===== config.mk =====
export PLATFORM = sky130hd
export DESIGN_NAME = deadband_force_regulator_flat
export DESIGN_NICKNAME = d
export VERILOG_FILES = /design/src/design/dfr_pkg.sv /design/src/design/dfr_req_if.sv /design/src/design/dfr_rsp_if.sv /design/src/design/deadband_force_regulator.sv /design/src/flat_wrapper.sv
export SDC_FILE = /design/constraint.sdc
export NUM_CORES = 2
export LEC_CHECK = 0
export ABC_AREA = 0
export BUFFER_PORTS_ARGS = -buffer_cell sky130_fd_sc_hd__clkbuf_2
export CAP_MARGIN = 20
export CORE_MARGIN = 3
export CORE_UTILIZATION = 30
export CTS_CLUSTER_SIZE = 8
export DETAILED_ROUTE_END_ITERATION = 8
export GPL_ROUTABILITY_DRIVEN = 0
export PLACE_DENSITY = 0.41
export SLEW_MARGIN = 30
export SYNTH_ARGS = -nofsm -noshare
export SYNTH_HDL_FRONTEND = slang
export SYNTH_SLANG_ARGS = --single-unit

===== constraint.sdc =====
create_clock -name clock -period 12.2 [get_ports clock]
set_clock_uncertainty 0.1 [all_clocks]
set_input_delay 1.22 -clock clock [delete_from_list [all_inputs] [get_ports clock]]
set_output_delay 1.22 -clock clock [all_outputs]
set_load 0.02 [all_outputs]

===== src/design/dfr_pkg.sv =====
// ----------------------------------------------------------------------------
// dfr_pkg
// Types and codes shared by the deadband force regulator and its channels.
// ----------------------------------------------------------------------------
package dfr_pkg;

   localparam int FORCE_W = 24;
   localparam int ERROR_W = 25;
   localparam int POS_W   = 32;
   localparam int ZONE_W  = 3;
   localparam int CSR_IDX_W  = 3;
   localparam int CSR_DATA_W = 24;

   typedef enum logic [ZONE_W-1:0] {
      ZONE_INNER_HOLD = 3'd0,
      ZONE_FAST       = 3'd1,
      ZONE_SLOW       = 3'd2,
      ZONE_RETRACT    = 3'd3,
      ZONE_GAP_HOLD   = 3'd4
   } zone_type;

   typedef enum logic [CSR_IDX_W-1:0] {
      CSR_TARGET_FORCE = 3'd0,
      CSR_FILTER_GAIN  = 3'd1,
      CSR_INNER_BAND   = 3'd2,
      CSR_OUTER_BAND   = 3'd3,
      CSR_HIGH_BAND    = 3'd4,
      CSR_FAST_STEP    = 3'd5,
      CSR_SLOW_STEP    = 3'd6,
      CSR_RETRACT_GAIN = 3'd7
   } csr_index_type;

   typedef enum logic [5:0] {
      ST_IDLE = 6'b000001,
      ST_FILT = 6'b000010,
      ST_UPD  = 6'b000100,
      ST_ERR  = 6'b001000,
      ST_MUL  = 6'b010000,
      ST_CMD  = 6'b100000
   } state_type;

endpackage


===== src/design/dfr_req_if.sv =====
// ----------------------------------------------------------------------------
// dfr_req_if
// Request channel: tick or seed item with valid/ready handshake.
// ----------------------------------------------------------------------------
interface dfr_req_if import dfr_pkg::*; ();
   logic                      valid;
   logic                      ready;
   logic                      kind;
   logic signed [FORCE_W-1:0] force_sample;
   logic signed [POS_W-1:0]   seed_position;

   modport source (output valid, kind, force_sample, seed_position, input ready);
   modport sink   (input valid, kind, force_sample, seed_position, output ready);
endinterface


===== src/design/dfr_rsp_if.sv =====
// ----------------------------------------------------------------------------
// dfr_rsp_if
// Response channel: one regulator result per control tick.
// ----------------------------------------------------------------------------
interface dfr_rsp_if import dfr_pkg::*; ();
   logic                      valid;
   logic                      ready;
   logic signed [FORCE_W-1:0] filtered_force;
   logic signed [ERROR_W-1:0] force_err;
   logic signed [POS_W-1:0]   command_position;
   logic [ZONE_W-1:0]         zone;
   logic                      send_command;

   modport source (output valid, filtered_force, force_err, command_position, zone,
                   send_command, input ready);
   modport sink   (input valid, filtered_force, force_err, command_position, zone,
                   send_command, output ready);
endinterface


===== src/design/deadband_force_regulator.sv =====
// ----------------------------------------------------------------------------
// deadband_force_regulator
// Low-pass filters a contact force, sorts the error into five zones and
// produces a saturated position command with a send flag.
//
//   channel   dir  handshake              payload
//   req_chan  in   valid/ready            kind, force_sample, seed_position
//   rsp_chan  out  valid/ready            filtered_force .. send_command
//   csr_*     in   csr_we, no wait        csr_index, csr_wdata
//
// A tick passes through FILT, UPD, ERR, MUL and CMD after acceptance; its
// response is registered on leaving CMD and the next request is taken back
// in IDLE. One shared multiplier serves the filter product and then the
// retract gain product. A seed item is absorbed in IDLE with no response.
// A pending response stalls the final step until the sink takes it; the
// next request is accepted while a finished response waits.
// Reset is synchronous and restores the register defaults and zero state.
// ----------------------------------------------------------------------------
module deadband_force_regulator import dfr_pkg::*; #(
   parameter int SEND_THRESHOLD_NM = 1000
) (
   input  logic                   clock,
   input  logic                   reset,
   dfr_req_if.sink                req_chan,
   dfr_rsp_if.source              rsp_chan,
   input  logic                   csr_we,
   input  logic [CSR_IDX_W-1:0]   csr_index,
   input  logic [CSR_DATA_W-1:0]  csr_wdata
);

   localparam logic [32:0] SEND_LIMIT = 33'(SEND_THRESHOLD_NM);

   function automatic logic signed [POS_W-1:0] sat_pos(input logic signed [37:0] v);
      logic signed [37:0] hi;
      logic signed [37:0] lo;
      hi = 38'sh0_7FFF_FFFF;
      lo = -38'sh0_8000_0000;
      if (v > hi)
         return 32'sh7FFF_FFFF;
      else if (v < lo)
         return 32'sh8000_0000;
      else
         return v[31:0];
   endfunction

   // configuration
   logic signed [23:0] target_ff;
   logic [15:0]        alpha_ff;
   logic [22:0]        inner_ff;
   logic [22:0]        outer_ff;
   logic [22:0]        high_ff;
   logic [19:0]        fast_ff;
   logic [19:0]        slow_ff;
   logic [19:0]        gain_ff;

   // state
   state_type          state_ff, state_in;
   logic signed [39:0] fs_ff, fs_in;
   logic signed [31:0] eq_ff, eq_in;
   logic signed [31:0] sent_ff, sent_in;
   logic signed [23:0] sample_ff, sample_in;
   logic signed [57:0] prod_ff, prod_in;
   logic signed [24:0] err_ff, err_in;

   // response
   logic               rsp_valid_ff, rsp_valid_in;
   logic signed [23:0] rsp_ff_ff, rsp_ff_in;
   logic signed [24:0] rsp_err_ff, rsp_err_in;
   logic signed [31:0] rsp_cmd_ff, rsp_cmd_in;
   zone_type           rsp_zone_ff, rsp_zone_in;
   logic               rsp_send_ff, rsp_send_in;

   // datapath
   logic signed [40:0] diff_w;
   logic signed [41:0] mul_a;
   logic signed [20:0] mul_b;
   logic signed [62:0] mul_p;
   logic signed [40:0] fs_sum_w;
   logic signed [24:0] err_w;
   logic [24:0]        abs_err;
   logic               in_inner, in_fast, in_slow, in_retract;
   logic signed [37:0] adv_w;
   logic signed [37:0] retract_w;
   logic signed [31:0] cmd_w;
   zone_type           zone_w;
   logic               advance_w;
   logic signed [32:0] cmd_diff_w;
   logic [32:0]        cmd_dist_w;
   logic               send_w;
   logic               out_free;
   logic               req_fire;

   assign req_chan.ready = (state_ff == ST_IDLE);
   assign req_fire       = req_chan.valid & req_chan.ready;
   assign out_free       = ~rsp_valid_ff | rsp_chan.ready;

   assign diff_w = $signed({sample_ff[23], sample_ff, 16'b0}) - $signed({fs_ff[39], fs_ff});

   always_comb begin
      if (state_ff == ST_MUL) begin
         mul_a = 42'(err_ff);
         mul_b = $signed({1'b0, gain_ff});
      end else begin
         mul_a = 42'(diff_w);
         mul_b = $signed({5'b0, alpha_ff});
      end
   end

   assign mul_p    = mul_a * mul_b;
   assign fs_sum_w = 41'(fs_ff) + 41'(prod_ff[56:16]);
   assign err_w    = 25'(target_ff) - 25'($signed(fs_ff[39:16]));
   assign abs_err  = err_ff[24] ? 25'(-err_ff) : 25'(err_ff);

   assign in_inner   = abs_err < {2'b0, inner_ff};
   assign in_fast    = ~err_ff[24] & (err_ff[23:0] > {1'b0, outer_ff});
   assign in_slow    = ~err_ff[24] & (err_ff[23:0] > {1'b0, inner_ff});
   assign in_retract = err_ff[24] & (abs_err > {2'b0, high_ff});

   assign adv_w     = 38'(eq_ff) + $signed({18'b0, (in_fast ? fast_ff : slow_ff)});
   assign retract_w = 38'(eq_ff) + 38'($signed(prod_ff[44:8]));

   always_comb begin
      cmd_w     = sent_ff;
      zone_w    = ZONE_GAP_HOLD;
      advance_w = 1'b0;
      priority if (in_inner) begin
         zone_w = ZONE_INNER_HOLD;
      end else if (in_fast) begin
         zone_w    = ZONE_FAST;
         cmd_w     = sat_pos(adv_w);
         advance_w = 1'b1;
      end else if (in_slow) begin
         zone_w    = ZONE_SLOW;
         cmd_w     = sat_pos(adv_w);
         advance_w = 1'b1;
      end else if (in_retract) begin
         zone_w = ZONE_RETRACT;
         cmd_w  = sat_pos(retract_w);
      end else begin
         zone_w = ZONE_GAP_HOLD;
      end
   end

   assign cmd_diff_w = 33'(cmd_w) - 33'(sent_ff);
   assign cmd_dist_w = cmd_diff_w[32] ? 33'(-cmd_diff_w) : 33'(cmd_diff_w);
   assign send_w     = cmd_dist_w > SEND_LIMIT;

   always_comb begin
      state_in     = state_ff;
      fs_in        = fs_ff;
      eq_in        = eq_ff;
      sent_in      = sent_ff;
      sample_in    = sample_ff;
      prod_in      = prod_ff;
      err_in       = err_ff;
      rsp_valid_in = rsp_valid_ff & ~rsp_chan.ready;
      rsp_ff_in    = rsp_ff_ff;
      rsp_err_in   = rsp_err_ff;
      rsp_cmd_in   = rsp_cmd_ff;
      rsp_zone_in  = rsp_zone_ff;
      rsp_send_in  = rsp_send_ff;
      unique case (state_ff)
         ST_IDLE: begin
            if (req_fire) begin
               if (req_chan.kind) begin
                  fs_in   = {req_chan.force_sample, 16'b0};
                  eq_in   = req_chan.seed_position;
                  sent_in = req_chan.seed_position;
               end else begin
                  sample_in = req_chan.force_sample;
                  state_in  = ST_FILT;
               end
            end
         end
         ST_FILT: begin
            prod_in  = mul_p[57:0];
            state_in = ST_UPD;
         end
         ST_UPD: begin
            fs_in    = fs_sum_w[39:0];
            state_in = ST_ERR;
         end
         ST_ERR: begin
            err_in   = err_w;
            state_in = ST_MUL;
         end
         ST_MUL: begin
            prod_in  = mul_p[57:0];
            state_in = ST_CMD;
         end
         ST_CMD: begin
            if (out_free) begin
               if (advance_w)
                  eq_in = cmd_w;
               if (send_w)
                  sent_in = cmd_w;
               rsp_valid_in = 1'b1;
               rsp_ff_in    = fs_ff[39:16];
               rsp_err_in   = err_ff;
               rsp_cmd_in   = cmd_w;
               rsp_zone_in  = zone_w;
               rsp_send_in  = send_w;
               state_in     = ST_IDLE;
            end
         end
         default: begin
            state_in = ST_IDLE;
         end
      endcase
   end

   always_ff @(posedge clock) begin
      if (reset) begin
         state_ff     <= ST_IDLE;
         fs_ff        <= '0;
         eq_ff        <= '0;
         sent_ff      <= '0;
         rsp_valid_ff <= 1'b0;
         target_ff    <= 24'sd25600;
         alpha_ff     <= 16'd328;
         inner_ff     <= 23'd2048;
         outer_ff     <= 23'd5120;
         high_ff      <= 23'd6400;
         fast_ff      <= 20'd2000;
         slow_ff      <= 20'd1000;
         gain_ff      <= 20'd30000;
      end else begin
         state_ff     <= state_in;
         fs_ff        <= fs_in;
         eq_ff        <= eq_in;
         sent_ff      <= sent_in;
         rsp_valid_ff <= rsp_valid_in;
         if (csr_we) begin
            unique case (csr_index_type'(csr_index))
               CSR_TARGET_FORCE: target_ff <= csr_wdata;
               CSR_FILTER_GAIN:  alpha_ff  <= csr_wdata[15:0];
               CSR_INNER_BAND:   inner_ff  <= csr_wdata[22:0];
               CSR_OUTER_BAND:   outer_ff  <= csr_wdata[22:0];
               CSR_HIGH_BAND:    high_ff   <= csr_wdata[22:0];
               CSR_FAST_STEP:    fast_ff   <= csr_wdata[19:0];
               CSR_SLOW_STEP:    slow_ff   <= csr_wdata[19:0];
               CSR_RETRACT_GAIN: gain_ff   <= csr_wdata[19:0];
               default: begin
               end
            endcase
         end
      end
   end

   always_ff @(posedge clock) begin
      sample_ff   <= sample_in;
      prod_ff     <= prod_in;
      err_ff      <= err_in;
      rsp_ff_ff   <= rsp_ff_in;
      rsp_err_ff  <= rsp_err_in;
      rsp_cmd_ff  <= rsp_cmd_in;
      rsp_zone_ff <= rsp_zone_in;
      rsp_send_ff <= rsp_send_in;
   end

   assign rsp_chan.valid            = rsp_valid_ff;
   assign rsp_chan.filtered_force   = rsp_ff_ff;
   assign rsp_chan.force_err        = rsp_err_ff;
   assign rsp_chan.command_position = rsp_cmd_ff;
   assign rsp_chan.zone             = rsp_zone_ff;
   assign rsp_chan.send_command     = rsp_send_ff;

endmodule


===== src/flat_wrapper.sv =====
// flat-port wrapper written by rule: the top's interface ports become plain ports
module deadband_force_regulator_flat import dfr_pkg::*;
#(
   parameter int SEND_THRESHOLD_NM = 1000
)
  (clock, reset, csr_we, csr_index, csr_wdata, req_chan_valid, req_chan_kind, req_chan_force_sample, req_chan_seed_position, req_chan_ready, rsp_chan_valid, rsp_chan_filtered_force, rsp_chan_force_err, rsp_chan_command_position, rsp_chan_zone, rsp_chan_send_command, rsp_chan_ready);
  dfr_req_if req_chan_i ();
  dfr_rsp_if rsp_chan_i ();
  input  logic clock;
  input  logic reset;
  input  logic csr_we;
  input  logic [CSR_IDX_W-1:0] csr_index;
  input  logic [CSR_DATA_W-1:0] csr_wdata;
  input wire logic [$bits(req_chan_i.valid)-1:0] req_chan_valid;
  input wire logic [$bits(req_chan_i.kind)-1:0] req_chan_kind;
  input wire logic [$bits(req_chan_i.force_sample)-1:0] req_chan_force_sample;
  input wire logic [$bits(req_chan_i.seed_position)-1:0] req_chan_seed_position;
  output wire logic [$bits(req_chan_i.ready)-1:0] req_chan_ready;
  output wire logic [$bits(rsp_chan_i.valid)-1:0] rsp_chan_valid;
  output wire logic [$bits(rsp_chan_i.filtered_force)-1:0] rsp_chan_filtered_force;
  output wire logic [$bits(rsp_chan_i.force_err)-1:0] rsp_chan_force_err;
  output wire logic [$bits(rsp_chan_i.command_position)-1:0] rsp_chan_command_position;
  output wire logic [$bits(rsp_chan_i.zone)-1:0] rsp_chan_zone;
  output wire logic [$bits(rsp_chan_i.send_command)-1:0] rsp_chan_send_command;
  input wire logic [$bits(rsp_chan_i.ready)-1:0] rsp_chan_ready;
  assign req_chan_i.valid = req_chan_valid;
  assign req_chan_i.kind = req_chan_kind;
  assign req_chan_i.force_sample = req_chan_force_sample;
  assign req_chan_i.seed_position = req_chan_seed_position;
  assign req_chan_ready = req_chan_i.ready;
  assign rsp_chan_valid = rsp_chan_i.valid;
  assign rsp_chan_filtered_force = rsp_chan_i.filtered_force;
  assign rsp_chan_force_err = rsp_chan_i.force_err;
  assign rsp_chan_command_position = rsp_chan_i.command_position;
  assign rsp_chan_zone = rsp_chan_i.zone;
  assign rsp_chan_send_command = rsp_chan_i.send_command;
  assign rsp_chan_i.ready = rsp_chan_ready;
  deadband_force_regulator #(.SEND_THRESHOLD_NM(SEND_THRESHOLD_NM)) u_core (.clock(clock), .reset(reset), .req_chan(req_chan_i), .rsp_chan(rsp_chan_i), .csr_we(csr_we), .csr_index(csr_index), .csr_wdata(csr_wdata));
endmodule

==> results by group <==
Outcome
  • Outcome: completed

Floorplan
  • Die Span Y: 436 um
  • Die ar.: 190000 um2
  • Core region area: 184000 um2
  • Rows: between 150 and 200
  • Die X: 436 um
  • I/O pin cnt: 176
  • Initial Util: 30.3%

Clock network
  • CTS tree: yes
  • Clock Path Buffers: 3
  • Clk Latency, worst-skew pair: 0.69 ns
  • Root Driver: clkbuf_16
  • Post-CTS setup buffers: 0
  • Post-CTS resize count: 0
  • Clock-pin slew on the worst setup and hold paths: 0.06 ns
  • Total CTS buffers: 71
  • Clock sinks: ~460
  • Hold_buf cts: 0
  • H-tree depth: 3

Timing
  • Final Hold Violating Endpoints: 0
  • Minimum clock period: 11.42 ns
  • Tcrit/Tclk final: a little over nine tenths
  • Final number of setup-violating endpoints: 0
  • Pins over their slew limit: 0
  • Setup TNS: 0 ns
  • RSZ-0062 raised after global routing: no
  • Tightest Pin Transition: between 1 and 1.5 ns
  • Fmax achieved: 0.0876 GHz
  • Slew HR: 30.7%

Power and ir drop
  • Worst IR Drop VDD: 0.121 mV
  • Leakage: 27.3 nW
  • Pwr Density: 136 nW/um2
  • Overall Power: 0.00844 W

Synth
  • Post-synth top area share: about 27%
  • Cell with the most instances after synthesis: nand2_1
  • Fraction of registers with async set/reset: 0%
  • Seq/Total Area, Yosys: about a fifth
  • Syn Area/Cell: about 8.7 um2
  • Top cells by area, synth: fa_1 (27%), dfxtp_1 (10%), edfxtp_1 (9.8%)
  • Synthesized area: 55600 um2
  • FF+latch count, synth: around 460
  • Most used flip-flop cell after synthesis: dfxtp_1
  • Syn Nets: 7648
  • Synthesized instance count: 6404
  • Synth area leader: fa_1
  • Top post-synthesis cells by count: nand2_1 (1060), inv_1 (878), fa_1 (748)
  • Warnings from Yosys: 0
  • Netlist cell types: 102
  • Post-synth EDFFs: 182

Placement
  • Placed insts: 8909
  • I/O Buffers: 175
  • HPWL after DPL: 177000 um

Worst setup path
  • WP data arrival: 11.85 ns
  • Max FO, Critical Path: 17
  • Start of the worst register-to-register path: u_core.err_ff[22]
  • CP bufs+invs: 3
  • Slowest cell on the critical path: a21o_1
  • Worst path max stage delay: 0.74 ns
  • Startpoint types: flip-flop
  • Path depth of the worst reg2reg path: 37
  • Critical R2R Capture: u_core.sent_ff[6]
  • Req. time, crit path: about 13 ns
  • Top delay family on crit path: compound AO/OA/AOI/OAI gates
  • Reg2Reg Setup Slack: 0.78 ns
  • Endpoint class of the critical path: flip-flop
  • Kind of critical path: flip-flop to flip-flop

Worst hold path
  • Hold Startpoint: u_core.outer_ff[8]
  • Worst Hold Endpoint: u_core.outer_ff[8]
  • Worst hold path class: flip-flop to flip-flop
  • Hold path depth: 2

Layout
  • Synth-to-layout area growth: 11.8%
  • Final net count: 7763
  • Final cell count without fillers: 9041
  • Share of cells above drive strength 1: under 10%

Global routing
  • Number of global-route vias before repair: 47600
  • Initial antenna violation count: 18
  • GRT busiest layer: met2
  • Met3 usage: 2.38%
  • GRT Util Overall: 23.2%
  • Grt met2 use: 38.7%
  • Gr ovfl total: 0
  • Largest net degree at the start of global routing: 102
  • First-pass GRT wire length: 328000 um
  • Global-route met1 utilization: 31.3%

Drt
  • Initial DRC count: 3162
  • Post-Route WL: 222000 um
  • Final ANT Viol Nets: 0
  • Initial DRT Pass Iterations: 5
  • Routed length per placed instance: 24.5 um
  • DR vias: 46200
  • Number of vias per cell: 5.11
  • DRC violations left: 0

Flow run
  • Max-capacitance violation count: 0
==> per-stage QoR <==
step           utilization, %  hold slack (ns)  instance area, um2  setup slack, ns
3_5_place_dp             32.6            0.347               59900            0.518
6_report                 33.8            0.351               62100            0.779
4_1_cts                  33.8            0.354               62100            0.533
5_1_grt                  33.8            0.366               62100            0.113
3_3_place_gp             32.6            0.339               59800            0.562
2_1_floorplan               -            0.324               55600             2.45
==> flip-flops by register name, summed over array words and instances, names as in the netlist, 25 cells and up <==
signal / cells
u_core.err_ff: 25
u_core.fs_ff: 40
u_core.eq_ff: 32
u_core.rsp_chan.force_err: 25
u_core.rsp_chan.command_position: 32
u_core.prod_ff: 48
u_core.sent_ff: 32
==> cell families after synthesis <==
| kind of cell | count (synthesis) | synth area share [%] |
|---|---|---|
| adders and majority gates | 1155 | 36.1 |
| and+or+nand+nor | 2219 | 18.2 |
| buffers and inverters | 1185 | 8.08 |
| xor gates and xnor gates | 244 | 3.85 |
| muxes | 83 | 1.57 |
| AOI/OAI and AO/OA | 1056 | 12.3 |
| DFF | 462 | 19.9 |
==> how the worst max path moves through the flow <==
| stage | slack [ns] | startpoint | to | depth (start not counted) |
|---|---|---|---|---|
| after floorplan | 2.45 | u_core.err_ff[22] | u_core.sent_ff[0] | 38 |
| after global placement | 0.56 | u_core.fs_ff[17] | u_core.prod_ff[55] | 37 |
| after detailed placement | 0.52 | u_core.fs_ff[17] | u_core.prod_ff[55] | 37 |
| after CTS | 0.53 | u_core.fs_ff[17] | u_core.prod_ff[55] | 37 |
| after global routing | 0.11 | u_core.err_ff[22] | u_core.sent_ff[28] | 39 |
| final | 0.78 | u_core.err_ff[22] | u_core.sent_ff[6] | 37 |
==> layout make-up <==
cell class / count / area (um2)
inverter: 878 / 3300
antenna: 6 / 15.0
tap: 2464 / 3080
fill: 19200 / 122000
timing repair buffer: 349 / 2230
multi-input combinational: 4757 / 40200
clock buffer: 115 / 2020
clock inverter: 10 / 180
sequential: 462 / 11100
==> cells in the final DEF, fill, tap and decap left out, types with 32 or more instances in the layout <==
cell	netlist	routed
and2_1	72	72
nand3_1	82	80
clkbuf_2	16	174
nand2b_1	46	46
a211oi_1	64	64
clkbuf_16	0	72
nor3_1	88	85
xnor2_1	162	162
inv_1	878	877
o31ai_1	35	34
nand4_1	43	43
dfxtp_1	280	280
mux2i_1	51	45
nor2_1	441	435
nand2_1	1060	1048
edfxtp_1	182	182
and3_1	186	186
a31oi_1	33	32
o21ai_0	136	135
xor2_1	82	82
clkbuf_1	265	37
buf_4	1	171
fa_1	748	748
nor2b_1	57	57
o21a_1	40	40
a21oi_1	382	380
a21o_1	123	122
ha_1	407	407
==> routing by layer <==
layer  up-vias  part of all wire (%)
met2      1170                    47
met4         2                   3.6
met5         -                0.0059
met1     23600                    45
li1      21200                     -
met3       250                   4.4
==> power breakdown <==
| group | leakage [nW] | internal, W | switching (W) | total (W) |
|---|---|---|---|---|
| Combinational | 22.3 | 0.00168 | 0.00292 | 0.00460 |
| Sequential | 3.93 | 0.00180 | 0.0000598 | 0.00186 |
| Clock | 1.05 | 0.00116 | 0.000820 | 0.00198 |
==> worst register-to-register path, delay by kind of cell (launching register included) <==
kind            cells  cell delay (ns)
buf+inv             3             0.69
compound gates     14             4.29
mux                 2             0.71
simple gates       14             3.76
flops               1             0.38
fa+ha+maj           4             1.35
Power figures use the tool's default switching activity.
